[src/rtl/rvcd_pkg.sv]
package rvcd_pkg;

  // Major opcodes.
  localparam logic [6:0] OPC_LUI    = 7'b0110111;
  localparam logic [6:0] OPC_AUIPC  = 7'b0010111;
  localparam logic [6:0] OPC_OPIMM  = 7'b0010011;
  localparam logic [6:0] OPC_OP     = 7'b0110011;
  localparam logic [6:0] OPC_OP32   = 7'b0111011;
  localparam logic [6:0] OPC_LOAD   = 7'b0000011;
  localparam logic [6:0] OPC_STORE  = 7'b0100011;
  localparam logic [6:0] OPC_BRANCH = 7'b1100011;
  localparam logic [6:0] OPC_JAL    = 7'b1101111;
  localparam logic [6:0] OPC_JALR   = 7'b1100111;
  localparam logic [6:0] OPC_FLOAD  = 7'b0000111;
  localparam logic [6:0] OPC_FSTORE = 7'b0100111;
  localparam logic [6:0] OPC_FMADD  = 7'b1000011;
  localparam logic [6:0] OPC_FMSUB  = 7'b1000111;
  localparam logic [6:0] OPC_FNMSUB = 7'b1001011;
  localparam logic [6:0] OPC_FNMADD = 7'b1001111;
  localparam logic [6:0] OPC_OPFP   = 7'b1010011;

  // funct7 codes of the integer register-register group.
  localparam logic [6:0] F7_MULDIV = 7'b0000001;

  // funct7 codes of OP-FP.
  localparam logic [6:0] F7_FADD_S   = 7'h00;
  localparam logic [6:0] F7_FADD_D   = 7'h01;
  localparam logic [6:0] F7_FSUB_S   = 7'h04;
  localparam logic [6:0] F7_FSUB_D   = 7'h05;
  localparam logic [6:0] F7_FMUL_S   = 7'h08;
  localparam logic [6:0] F7_FMUL_D   = 7'h09;
  localparam logic [6:0] F7_FDIV_S   = 7'h0C;
  localparam logic [6:0] F7_FDIV_D   = 7'h0D;
  localparam logic [6:0] F7_FSQRT_S  = 7'h2C;
  localparam logic [6:0] F7_FSQRT_D  = 7'h2D;
  localparam logic [6:0] F7_FCVT_IS  = 7'h60;
  localparam logic [6:0] F7_FCVT_ID  = 7'h61;
  localparam logic [6:0] F7_FCVT_SI  = 7'h68;
  localparam logic [6:0] F7_FCVT_DI  = 7'h69;
  localparam logic [6:0] F7_FSGNJ_S  = 7'h10;
  localparam logic [6:0] F7_FSGNJ_D  = 7'h11;
  localparam logic [6:0] F7_FMINMAX_S = 7'h14;
  localparam logic [6:0] F7_FMINMAX_D = 7'h15;
  localparam logic [6:0] F7_FCMP_S   = 7'h50;
  localparam logic [6:0] F7_FCMP_D   = 7'h51;
  localparam logic [6:0] F7_FMV_WX   = 7'h78;
  localparam logic [6:0] F7_FMV_DX   = 7'h79;
  localparam logic [6:0] F7_FMV_XW   = 7'h70;
  localparam logic [6:0] F7_FMV_XD   = 7'h71;
  localparam logic [6:0] F7_FCVT_DS  = 7'h21;
  localparam logic [6:0] F7_FCVT_SD  = 7'h20;

  // funct3 codes used by name.
  localparam logic [2:0] F3_ADD  = 3'd0;
  localparam logic [2:0] F3_SLL  = 3'd1;
  localparam logic [2:0] F3_SLT  = 3'd2;
  localparam logic [2:0] F3_SLTU = 3'd3;
  localparam logic [2:0] F3_XOR  = 3'd4;
  localparam logic [2:0] F3_SRL  = 3'd5;
  localparam logic [2:0] F3_OR   = 3'd6;
  localparam logic [2:0] F3_AND  = 3'd7;
  localparam logic [2:0] F3_FLE  = 3'd0;
  localparam logic [2:0] F3_FLT  = 3'd1;
  localparam logic [2:0] F3_FEQ  = 3'd2;
  localparam logic [2:0] F3_FMV  = 3'd0;
  localparam logic [2:0] F3_FCLASS = 3'd1;

  localparam logic [4:0] RS2_FROM_S = 5'd0;
  localparam logic [4:0] RS2_FROM_D = 5'd1;

  // ALU classes.
  localparam logic [1:0] CLASS_ADD    = 2'd0;
  localparam logic [1:0] CLASS_BRANCH = 2'd1;
  localparam logic [1:0] CLASS_REG    = 2'd2;

  // ALU operation codes. Groups that the decoder indexes are given by their first member.
  localparam logic [6:0] OP_NONE    = 7'd0;
  localparam logic [6:0] OP_ADD     = 7'd1;
  localparam logic [6:0] OP_SUB     = 7'd2;
  localparam logic [6:0] OP_SLL     = 7'd3;
  localparam logic [6:0] OP_SLT     = 7'd4;
  localparam logic [6:0] OP_SLTU    = 7'd5;
  localparam logic [6:0] OP_XOR     = 7'd6;
  localparam logic [6:0] OP_SRL     = 7'd7;
  localparam logic [6:0] OP_SRA     = 7'd8;
  localparam logic [6:0] OP_OR      = 7'd9;
  localparam logic [6:0] OP_AND     = 7'd10;
  localparam logic [6:0] OP_MUL     = 7'd11;
  localparam logic [6:0] OP_ADDW    = 7'd19;
  localparam logic [6:0] OP_SLLW    = 7'd20;
  localparam logic [6:0] OP_SRLW    = 7'd21;
  localparam logic [6:0] OP_SRAW    = 7'd22;
  localparam logic [6:0] OP_MULW    = 7'd23;
  localparam logic [6:0] OP_DIVW    = 7'd24;
  localparam logic [6:0] OP_DIVUW   = 7'd25;
  localparam logic [6:0] OP_REMW    = 7'd26;
  localparam logic [6:0] OP_REMUW   = 7'd27;
  localparam logic [6:0] OP_FMADD_S = 7'd28;
  localparam logic [6:0] OP_FADD_S  = 7'd36;
  localparam logic [6:0] OP_FADD_D  = 7'd37;
  localparam logic [6:0] OP_FSUB_S  = 7'd38;
  localparam logic [6:0] OP_FSUB_D  = 7'd39;
  localparam logic [6:0] OP_FMUL_S  = 7'd40;
  localparam logic [6:0] OP_FMUL_D  = 7'd41;
  localparam logic [6:0] OP_FDIV_S  = 7'd42;
  localparam logic [6:0] OP_FDIV_D  = 7'd43;
  localparam logic [6:0] OP_FSQRT_S = 7'd44;
  localparam logic [6:0] OP_FSQRT_D = 7'd45;
  localparam logic [6:0] OP_FCVT_W_S = 7'd46;
  localparam logic [6:0] OP_FCVT_W_D = 7'd50;
  localparam logic [6:0] OP_FCVT_S_W = 7'd54;
  localparam logic [6:0] OP_FCVT_D_W = 7'd58;
  localparam logic [6:0] OP_FCVT_S_D = 7'd62;
  localparam logic [6:0] OP_FCVT_D_S = 7'd63;
  localparam logic [6:0] OP_FSGNJ_S = 7'd64;
  localparam logic [6:0] OP_FSGNJ_D = 7'd67;
  localparam logic [6:0] OP_FMIN_S  = 7'd70;
  localparam logic [6:0] OP_FMIN_D  = 7'd72;
  localparam logic [6:0] OP_FEQ_S   = 7'd74;
  localparam logic [6:0] OP_FLT_S   = 7'd75;
  localparam logic [6:0] OP_FLE_S   = 7'd76;
  localparam logic [6:0] OP_FEQ_D   = 7'd77;
  localparam logic [6:0] OP_FLT_D   = 7'd78;
  localparam logic [6:0] OP_FLE_D   = 7'd79;
  localparam logic [6:0] OP_FMV_W_X = 7'd80;
  localparam logic [6:0] OP_FMV_D_X = 7'd81;
  localparam logic [6:0] OP_FMV_X_W = 7'd82;
  localparam logic [6:0] OP_FMV_X_D = 7'd83;
  localparam logic [6:0] OP_FCLASS_S = 7'd84;
  localparam logic [6:0] OP_FCLASS_D = 7'd85;

  typedef struct packed {
    logic       reg_write;
    logic       mem_to_reg;
    logic       is_branch;
    logic       mem_read;
    logic       mem_write;
    logic       alu_imm_src;
    logic       is_jump;
    logic       pc_operand;
    logic [1:0] alu_class;
    logic [6:0] alu_operation;
  } ctrl_t;

endpackage

[src/rtl/rvcd_decode.sv]
module rvcd_decode
  import rvcd_pkg::*;
(
  input  logic [31:0] instruction_i,
  output ctrl_t       ctrl_o
);

  logic [6:0] opc;
  logic [2:0] f3;
  logic [6:0] f7;
  logic [4:0] rs2;
  logic       alt;
  logic       word;

  assign opc  = instruction_i[6:0];
  assign f3   = instruction_i[14:12];
  assign f7   = instruction_i[31:25];
  assign rs2  = instruction_i[24:20];
  assign alt  = |instruction_i[31:30];
  assign word = (opc == OPC_OP32);

  // Basic integer operation selected by funct3 alone.
  function automatic logic [6:0] int_op(input logic [2:0] sel);
    logic [6:0] res;
    unique case (sel)
      F3_ADD:  res = OP_ADD;
      F3_SLL:  res = OP_SLL;
      F3_SLT:  res = OP_SLT;
      F3_SLTU: res = OP_SLTU;
      F3_XOR:  res = OP_XOR;
      F3_SRL:  res = OP_SRL;
      F3_OR:   res = OP_OR;
      F3_AND:  res = OP_AND;
      default: res = OP_NONE;
    endcase
    return res;
  endfunction

  logic [6:0] reg_op;
  logic [6:0] fp_op;
  logic [6:0] fma_op;

  always_comb begin
    if (f7 == F7_MULDIV) begin
      if (word) begin
        unique case (f3)
          F3_ADD:  reg_op = OP_MULW;
          F3_XOR:  reg_op = OP_DIVW;
          F3_SRL:  reg_op = OP_DIVUW;
          F3_OR:   reg_op = OP_REMW;
          F3_AND:  reg_op = OP_REMUW;
          default: reg_op = OP_NONE;
        endcase
      end else begin
        reg_op = OP_MUL + {4'd0, f3};
      end
    end else begin
      unique case (f3)
        F3_ADD:  reg_op = alt ? OP_SUB : (word ? OP_ADDW : OP_ADD);
        F3_SLL:  reg_op = word ? OP_SLLW : OP_SLL;
        F3_SRL: begin
          if (word) reg_op = alt ? OP_SRAW : OP_SRLW;
          else      reg_op = alt ? OP_SRA : OP_SRL;
        end
        default: reg_op = int_op(f3);
      endcase
    end
  end

  // Fused multiply-add: opcode bits 3:2 pick the variant, fmt picks the precision.
  always_comb begin
    if (!instruction_i[26]) begin
      fma_op = OP_FMADD_S + {4'd0, opc[3:2], 1'b0} + {6'd0, instruction_i[25]};
    end else begin
      fma_op = OP_ADD;
    end
  end

  always_comb begin
    fp_op = OP_NONE;
    unique case (f7)
      F7_FADD_S:  fp_op = OP_FADD_S;
      F7_FADD_D:  fp_op = OP_FADD_D;
      F7_FSUB_S:  fp_op = OP_FSUB_S;
      F7_FSUB_D:  fp_op = OP_FSUB_D;
      F7_FMUL_S:  fp_op = OP_FMUL_S;
      F7_FMUL_D:  fp_op = OP_FMUL_D;
      F7_FDIV_S:  fp_op = OP_FDIV_S;
      F7_FDIV_D:  fp_op = OP_FDIV_D;
      F7_FSQRT_S: fp_op = OP_FSQRT_S;
      F7_FSQRT_D: fp_op = OP_FSQRT_D;
      F7_FCVT_IS: if (rs2[4:2] == 3'd0) fp_op = OP_FCVT_W_S + {5'd0, rs2[1:0]};
      F7_FCVT_ID: if (rs2[4:2] == 3'd0) fp_op = OP_FCVT_W_D + {5'd0, rs2[1:0]};
      F7_FCVT_SI: if (rs2[4:2] == 3'd0) fp_op = OP_FCVT_S_W + {5'd0, rs2[1:0]};
      F7_FCVT_DI: if (rs2[4:2] == 3'd0) fp_op = OP_FCVT_D_W + {5'd0, rs2[1:0]};
      F7_FSGNJ_S: if (f3 < 3'd3) fp_op = OP_FSGNJ_S + {4'd0, f3};
      F7_FSGNJ_D: if (f3 < 3'd3) fp_op = OP_FSGNJ_D + {4'd0, f3};
      F7_FMINMAX_S: if (f3 < 3'd2) fp_op = OP_FMIN_S + {4'd0, f3};
      F7_FMINMAX_D: if (f3 < 3'd2) fp_op = OP_FMIN_D + {4'd0, f3};
      F7_FCMP_S: begin
        unique case (f3)
          F3_FEQ:  fp_op = OP_FEQ_S;
          F3_FLT:  fp_op = OP_FLT_S;
          F3_FLE:  fp_op = OP_FLE_S;
          default: fp_op = OP_NONE;
        endcase
      end
      F7_FCMP_D: begin
        unique case (f3)
          F3_FEQ:  fp_op = OP_FEQ_D;
          F3_FLT:  fp_op = OP_FLT_D;
          F3_FLE:  fp_op = OP_FLE_D;
          default: fp_op = OP_NONE;
        endcase
      end
      F7_FMV_WX: fp_op = OP_FMV_W_X;
      F7_FMV_DX: fp_op = OP_FMV_D_X;
      F7_FMV_XW: begin
        if (f3 == F3_FMV)         fp_op = OP_FMV_X_W;
        else if (f3 == F3_FCLASS) fp_op = OP_FCLASS_S;
      end
      F7_FMV_XD: begin
        if (f3 == F3_FMV)         fp_op = OP_FMV_X_D;
        else if (f3 == F3_FCLASS) fp_op = OP_FCLASS_D;
      end
      F7_FCVT_DS: if (rs2 == RS2_FROM_S) fp_op = OP_FCVT_D_S;
      F7_FCVT_SD: if (rs2 == RS2_FROM_D) fp_op = OP_FCVT_S_D;
      default:   fp_op = OP_NONE;
    endcase
  end

  always_comb begin
    ctrl_o = '0;
    ctrl_o.alu_class     = CLASS_ADD;
    ctrl_o.alu_operation = OP_NONE;
    unique case (opc)
      OPC_LOAD, OPC_FLOAD: begin
        ctrl_o.reg_write     = 1'b1;
        ctrl_o.mem_to_reg    = 1'b1;
        ctrl_o.mem_read      = 1'b1;
        ctrl_o.alu_imm_src   = 1'b1;
        ctrl_o.alu_operation = OP_ADD;
      end
      OPC_STORE, OPC_FSTORE: begin
        ctrl_o.mem_write     = 1'b1;
        ctrl_o.alu_imm_src   = 1'b1;
        ctrl_o.alu_operation = OP_ADD;
      end
      OPC_FMADD, OPC_FMSUB, OPC_FNMSUB, OPC_FNMADD: begin
        ctrl_o.reg_write     = 1'b1;
        ctrl_o.alu_operation = fma_op;
      end
      OPC_OPFP: begin
        ctrl_o.reg_write     = 1'b1;
        ctrl_o.alu_operation = fp_op;
      end
      OPC_LUI: begin
        ctrl_o.reg_write     = 1'b1;
        ctrl_o.alu_operation = OP_ADD;
      end
      OPC_AUIPC: begin
        ctrl_o.reg_write     = 1'b1;
        ctrl_o.pc_operand    = 1'b1;
        ctrl_o.alu_imm_src   = 1'b1;
        ctrl_o.alu_operation = OP_ADD;
      end
      OPC_OPIMM: begin
        ctrl_o.reg_write     = 1'b1;
        ctrl_o.alu_imm_src   = 1'b1;
        if (f3 == F3_SRL) ctrl_o.alu_operation = alt ? OP_SRA : OP_SRL;
        else              ctrl_o.alu_operation = int_op(f3);
      end
      OPC_OP, OPC_OP32: begin
        ctrl_o.reg_write     = 1'b1;
        ctrl_o.alu_class     = CLASS_REG;
        ctrl_o.alu_operation = reg_op;
      end
      OPC_BRANCH: begin
        ctrl_o.is_branch     = 1'b1;
        ctrl_o.alu_class     = CLASS_BRANCH;
        // Branch funct3 codes 2 and 3 are reserved.
        ctrl_o.alu_operation = (f3[2:1] == 2'b01) ? OP_NONE : OP_SUB;
      end
      OPC_JAL: begin
        ctrl_o.reg_write     = 1'b1;
        ctrl_o.is_jump       = 1'b1;
        ctrl_o.pc_operand    = 1'b1;
        ctrl_o.alu_imm_src   = 1'b1;
        ctrl_o.alu_operation = OP_ADD;
      end
      OPC_JALR: begin
        ctrl_o.reg_write     = 1'b1;
        ctrl_o.is_jump       = 1'b1;
        ctrl_o.alu_imm_src   = 1'b1;
        ctrl_o.alu_operation = OP_ADD;
      end
      default: ctrl_o = '0;
    endcase
  end

endmodule

[src/rtl/riscv_instruction_control_decode_top.sv]
// RV64IMFD control decoder. Each accepted instruction word yields one result word with
// the main-control flags, the ALU class and a densely numbered ALU operation (0 for most
// unrecognized encodings; a fused multiply-add with fmt 2 or 3 yields OP_ADD). The block
// holds no architectural state. An instruction passes an input register and then a result
// register before its result is offered, and waits in the input register while the result
// register holds a result not yet taken. A new word is taken in every cycle as long as the
// output side takes results; the only limit on throughput is the consumer's ready.
module riscv_instruction_control_decode_top
  import rvcd_pkg::*;
(
  input  logic        clk_i,
  input  logic        rst_ni,
  input  logic        in_valid_i,
  output logic        in_ready_o,
  input  logic [31:0] instruction_i,
  output logic        out_valid_o,
  input  logic        out_ready_i,
  output logic        reg_write_o,
  output logic        mem_to_reg_o,
  output logic        is_branch_o,
  output logic        mem_read_o,
  output logic        mem_write_o,
  output logic        alu_imm_src_o,
  output logic        is_jump_o,
  output logic        pc_operand_o,
  output logic [1:0]  alu_class_o,
  output logic [6:0]  alu_operation_o
);

  logic [31:0] ins_q;
  logic        ins_valid_q, ins_valid_d;
  ctrl_t       res_q, res_d;
  logic        res_valid_q, res_valid_d;
  logic        res_free;
  logic        advance;
  logic        in_fire;

  // The result register can take a new word when it is empty or being drained.
  assign res_free   = !res_valid_q || out_ready_i;
  assign advance    = ins_valid_q && res_free;
  assign in_ready_o = !ins_valid_q || res_free;
  assign in_fire    = in_valid_i && in_ready_o;

  rvcd_decode u_decode (
    .instruction_i (ins_q),
    .ctrl_o        (res_d)
  );

  always_comb begin
    ins_valid_d = ins_valid_q;
    if (in_fire)      ins_valid_d = 1'b1;
    else if (advance) ins_valid_d = 1'b0;

    res_valid_d = res_valid_q;
    if (advance)          res_valid_d = 1'b1;
    else if (out_ready_i) res_valid_d = 1'b0;
  end

  always_ff @(posedge clk_i or negedge rst_ni) begin
    if (!rst_ni) begin
      ins_valid_q <= 1'b0;
      res_valid_q <= 1'b0;
    end else begin
      ins_valid_q <= ins_valid_d;
      res_valid_q <= res_valid_d;
    end
  end

  always_ff @(posedge clk_i) begin
    if (in_fire) ins_q <= instruction_i;
    if (advance) res_q <= res_d;
  end

  assign out_valid_o     = res_valid_q;
  assign reg_write_o     = res_q.reg_write;
  assign mem_to_reg_o    = res_q.mem_to_reg;
  assign is_branch_o     = res_q.is_branch;
  assign mem_read_o      = res_q.mem_read;
  assign mem_write_o     = res_q.mem_write;
  assign alu_imm_src_o   = res_q.alu_imm_src;
  assign is_jump_o       = res_q.is_jump;
  assign pc_operand_o    = res_q.pc_operand;
  assign alu_class_o     = res_q.alu_class;
  assign alu_operation_o = res_q.alu_operation;

endmodule
[config.mk]
export PLATFORM = sky130hd
export DESIGN_NAME = riscv_instruction_control_decode_top
export DESIGN_NICKNAME = d
export VERILOG_FILES = /design/src/rtl/rvcd_pkg.sv /design/src/rtl/rvcd_decode.sv /design/src/rtl/riscv_instruction_control_decode_top.sv
export SDC_FILE = /design/constraint.sdc
export NUM_CORES = 1
export LEC_CHECK = 0
export ABC_AREA = 1
export BUFFER_PORTS_ARGS = -buffer_cell sky130_fd_sc_hd__clkbuf_2
export CORE_MARGIN = 5
export CORE_UTILIZATION = 56
export CTS_CLUSTER_SIZE = 8
export DETAILED_ROUTE_END_ITERATION = 16
export GPL_TIMING_DRIVEN = 0
export PLACE_DENSITY_LB_ADDON = 0.08
export SETUP_SLACK_MARGIN = 0.15
export SLEW_MARGIN = 30
export SYNTH_ARGS = -nofsm -noshare
export SYNTH_HDL_FRONTEND = slang
export SYNTH_SLANG_ARGS = --single-unit
[constraint.sdc]
create_clock -name clk_i -period 2.3 [get_ports clk_i]
set_input_delay 0.115 -clock clk_i [delete_from_list [all_inputs] [get_ports clk_i]]
set_output_delay 0.115 -clock clk_i [all_outputs]
set_load 0.05 [all_outputs]
# Yosys cells after proc, flatten, opt, wreduce, memory -nomap -nowiden
# Memories as Yosys holds them, arrays and structs flattened. A register that Yosys moved wholly into a read port is not among the register bits.
# Cells that the tools add are included.
dict set report word_totals {
  register_bits 50
  latch_bits 0
  ramBits 0
  rom_bits 64
  inputBits 36
  out_inout_bits 19
  mem_count 2
}
# memory words width read_ports rd_clocked_by_memory_dff write_ports line_no
set memory_table {}
lappend memory_table {{(name not given)} 8 4 1 1 0 rvcd_decode.sv:25} ;# unique case (sel)
lappend memory_table {{(name not given)} 8 4 1 1 0 rvcd_decode.sv:25}
dict set report op_classes {
  add_sub_neg 11
  n_mul 0
  div_mod_pow 0
  magnitude_cmp 2
  n_eq_ne 50
  n_shift 0
  muxes 45
  bitwise_logic 0
  reduce_logical 22
}
# op n
set ops {}
lappend ops {{7-bit case mux with 26 select lines} 1}
lappend ops {{7-bit == test, second input constant} 18}
lappend ops {{7-bit two-way mux} 18}
lappend ops {{7-bit by 6-bit == test with 1-bit output, second input constant} 9}
lappend ops {{7-bit case mux with 3 select lines} 3}
lappend ops {{7-bit by 5-bit == test with 1-bit output, second input constant} 6}
lappend ops {{7-bit case mux with 6 select lines} 1}
lappend ops {{6-bit by 2-bit adder with 7-bit output, first input constant} 4}
lappend ops {{7-bit by 3-bit adder with 7-bit output, first input constant} 4}
lappend ops {{7-bit by 4-bit == test with 1-bit output, second input constant} 4}
lappend ops {{5-bit case mux with 5 select lines} 1}
lappend ops {{7-bit by 3-bit == test with 1-bit output, second input constant} 3}
lappend ops {{8-bit OR reduction} 2}
lappend ops {{14-bit OR reduction} 1}
lappend ops {{3-bit == test, second input constant} 4}
lappend ops {{6-bit two-way mux} 2}
lappend ops {{2-bit OR reduction} 6}
lappend ops {{1-bit two-way mux} 11}
lappend ops {{5-bit two-way mux} 2}
lappend ops {{7-bit by 1-bit adder with 7-bit output} 1}
lappend ops {{7-bit by 1-bit == test with 1-bit output, second input constant} 1}
lappend ops {{7-bit by 2-bit == test with 1-bit output, second input constant} 1}
lappend ops {{7-bit logical NOT} 1}
lappend ops {{5-bit by 3-bit adder with 6-bit output, first input constant} 1}
lappend ops {{other kinds (17)} 25}

# Depth between registers and ports, before layout
dict set report depth {
  depth_word 6
  depth_mapped 14
  depth_no_buf 14
}

# Hierarchy
# Synthesis repeated with hierarchy kept, for this count alone.
dict set report unflattened {
  cells_unflattened 406
  area_unflattened_um2 3154.3
}
# mod n_inst cells_per_inst area_each_um2
set modules_own_cells {}
lappend modules_own_cells {rvcd_decode 1 345 1587.8}
lappend modules_own_cells {riscv_instruction_control_decode_top 1 61 1566.5}

# Worst setup path after synthesis
# OpenSTA, ideal clock, no wires.
dict set report synth_path {
  path_kind {reg2reg}
  start {reg res_valid_q, in the netlist out_valid_o}
  end {reg (tool-made name)}
  setup_ns 0.075
  t_arrival_ns 2.193
  setup_slack_ns 0.032
  stages_incl_launch_ff 8
  path_buffers 0
  cell_sequence {dfrtp_1 > nand3_1 > nand2_1 > nand2_1 > o21ai_1 > inv_1 > ha_1 > o21ai_0}
}
# element line_no
set synth_lines {}
lappend synth_lines {{start, declared} riscv_instruction_control_decode_top.sv:33} ;# logic res_valid_q, res_valid_d;
lappend synth_lines {{start signal, assigned} riscv_instruction_control_decode_top.sv:65} ;# res_valid_q <= res_valid_d;

==> metrics <==
CTS tree=yes; hold endpoint=ins_q[12]; Filler cells=443; worst-path fanout max=6; Chip Width=83.0 microns; vias per std cell=5.19; antenna viol nets, final=0; Largest stage delay, worst path=0.48 ns; Slew Viols, Final=0; Leak=1.89 nW; Peak VDD IR=0.342 mV; RR Startpoint=ins_q[2]; post-synth cell types=30; pin count of the biggest net entering global routing=23; clock root cell=clkbuf_8; total design power=2.07 mW; Layout area overhead=24.2%; headroom to the max-slew limit=44.0%; critical path buffer and inverter count=1; pwr/cell area=558 nW/um^2; fin crit period=2.06 ns; Achievable Freq=485 MHz; CTS H-tree depth=2; first-pass GRT wire length=12500 microns; initial DRC count=163; core box area=5140 sq um; CP arrival=2.12 ns; Longest Clk Path Bufs=2; Hold Path Origin=instruction_i[12]; clk_lat worst skew=0.30 ns; Reg clk slew, reported paths=0.08 ns; Placement Rows=26; DP Worst Slack=0.164 ns; drt pass-1 iters=8; Worst Max-Slew Pin Slew=0.840 ns; Port Buffers=44; MaxCap Viol Count=0; routability cong.=0.968; RSZ-0062 raised after global routing=true; Seq/Total Area, Yosys=41.5%; Ports=55; Final nets=539; most frequent cell on the critical path=nand2_1; worst r2r dst=alu_operation_o[1]; cell family with most CP delay=simple AND/OR/NAND/NOR gates; DRC errors left=0; slowest CP cell=edfxtp_1; Startpoint Class=register; Antenna Cells=0; Final period util=89.6%; Placed Area=3300 sq um; HP Class=in2reg; outcome=completed; Vert. Die Dim=83.0 microns; Mapped Area=2990 sq um; r2r worst-path depth=13; setup TNS=0 ns; Total GRT Usage=22.2%; DP Cell Count=522; fin cells=562; layout cells sized above 1=22.0%; Hold Crit Depth=1; Congestion Overflow GR=0; Reg2Reg Setup Slack=0.24 ns; Worst Clk Skew=0.00806 ns; YS warnings=0; vias in the first global route=2743; Synth Instances=408; Post-Layout Inst Area=3710 sq um; crit path cell chain=inv_2, nand2_1, nor2_4, nand2_4, ha_1, nand2_1, nand2_1, nor2_1, nand2_1, nand2_1, nand2_1, a21oi_1, nand2_1; Setup crit end kind=register; Sink Count=43; number of clock buffers inserted by TritonCTS=5; final wirelength=7630 microns; initial antenna violation count=0; Final setup viols=0; final worst setup slack=0.239 ns; Routed WL per cell=13.6 microns; Hold Fails Final Rpt=0; initial core utilization=58.1%; CP required=2.35 ns; DIE AREA=6900 sq um; Yosys reg bits=43; critical path type=reg2reg; DR vias=2915; syn nets=456; Post-DP HPWL=5780 microns; Avg Synthesized Cell Area=7.32 sq um
==> stage by stage <==
step	hold slack [ns]	util (%)
2_1_floorplan	-0.181	-
3_3_place_gp	-0.0974	64.2
3_5_place_dp	-0.0942	64.3
4_1_cts	0.0157	70.4
5_1_grt	0.0141	72.2
6_report	0.0212	72.2
==> metal layers <==
metal	wire length, microns	global-route usage (%)
met5	0	0
met4	99	6.09
met3	434	4.65
met2	3800	39.9
met1	3290	26.6
==> worst max path at each step <==
stage	depth (start not counted)	from	to	slack, ns
after global placement	13	ins_q[2]	alu_operation_o[1]	0.18
after global routing	13	ins_q[2]	alu_operation_o[1]	0.09
after floorplan	7	out_valid_o	register	0.26
after CTS	13	ins_q[2]	alu_operation_o[1]	0.16
after detailed placement	13	ins_q[2]	alu_operation_o[1]	0.16
final	13	ins_q[2]	alu_operation_o[1]	0.24
==> registers in the layout, summed over array words and instances (netlist names), named ones only <==
| signal | cells |
|---|---|
| ins_q | 22 |
| alu_operation_o | 7 |
| alu_class_o | 1 |
| alu_imm_src_o | 1 |
| ins_valid_q | 1 |
| is_branch_o | 1 |
| is_jump_o | 1 |
| mem_read_o | 1 |
| mem_write_o | 1 |
| out_valid_o | 1 |
| pc_operand_o | 1 |
| reg_write_o | 1 |
==> cell families after synthesis <==
group / count (synthesis) / share of synthesized area, %
and+or+nand+nor: 264 / 39.9
buffers and inverters: 59 / 7.87
DFF: 43 / 41.5
AOI/OAI and AO/OA: 28 / 4.98
adders and majority gates: 12 / 5.02
xor gates and xnor gates: 1 / 0.293
muxes: 1 / 0.335
==> layout make-up <==
class / instances / area, sq um / share of cell area (%)
repair buffers: 76 / 510 / 13.8
clock buffers: 5 / 68.8 / 1.85
multi-input cells: 306 / 1530 / 41.1
well taps: 70 / 87.6 / 2.36
clock inverters: 3 / 43.8 / 1.18
flip-flops and latches: 43 / 1240 / 33.4
inverters: 55 / 208 / 5.59
plain buffers: 4 / 27.5 / 0.741
==> synthesized netlist by cell type, drive strengths merged <==
cell,instances,share of area [%]
nand2,135,18
nor2,69,11
inv,54,6.8
nand3,47,8.2
edfxtp,37,37
o21ai,18,3.0
ha,12,5.0
a21oi,7,1.2
nand4,5,1.0
nor3,5,1.2
buf,4,0.92
dfxtp,4,2.7
dfrtp,2,1.7
nand3b,2,0.50
a31oi,1,0.21
clkinv,1,0.17
mux2i,1,0.34
nor4,1,0.21
o211a,1,0.34
o211ai,1,0.25
xor2,1,0.29
==> power breakdown <==
part	total, mW	internal [mW]	leakage (nW)	switching [mW]
Sequential	0.978	0.933	0.416	0.0449
Combinational	0.510	0.153	1.42	0.358
Clock	0.583	0.323	0.0581	0.260
==> layout by cell type (no fill, tap or decap), types with 10 or more instances in the layout <==
master / Yosys / final
inv_2: 10 / 11
inv_1: 44 / 43
nor2_1: 53 / 53
buf_4: 3 / 15
ha_1: 12 / 12
o21ai_0: 10 / 10
nand2_1: 129 / 129
nand3_1: 45 / 44
edfxtp_1: 37 / 37
dlygate4sd3_1: 0 / 20
clkbuf_2: 0 / 44
==> timing repair <==
| action | in CTS | in global routing |
|---|---|---|
| endpoints found under the setup margin | 0 | 6 |
| buffers inserted | 0 | 12 |
| hold buffers | 20 | 0 |
| endpoints found under the hold margin | 21 | 0 |
| gates resized for setup | 0 | 2 |
(Power assumes the default switching activity.)
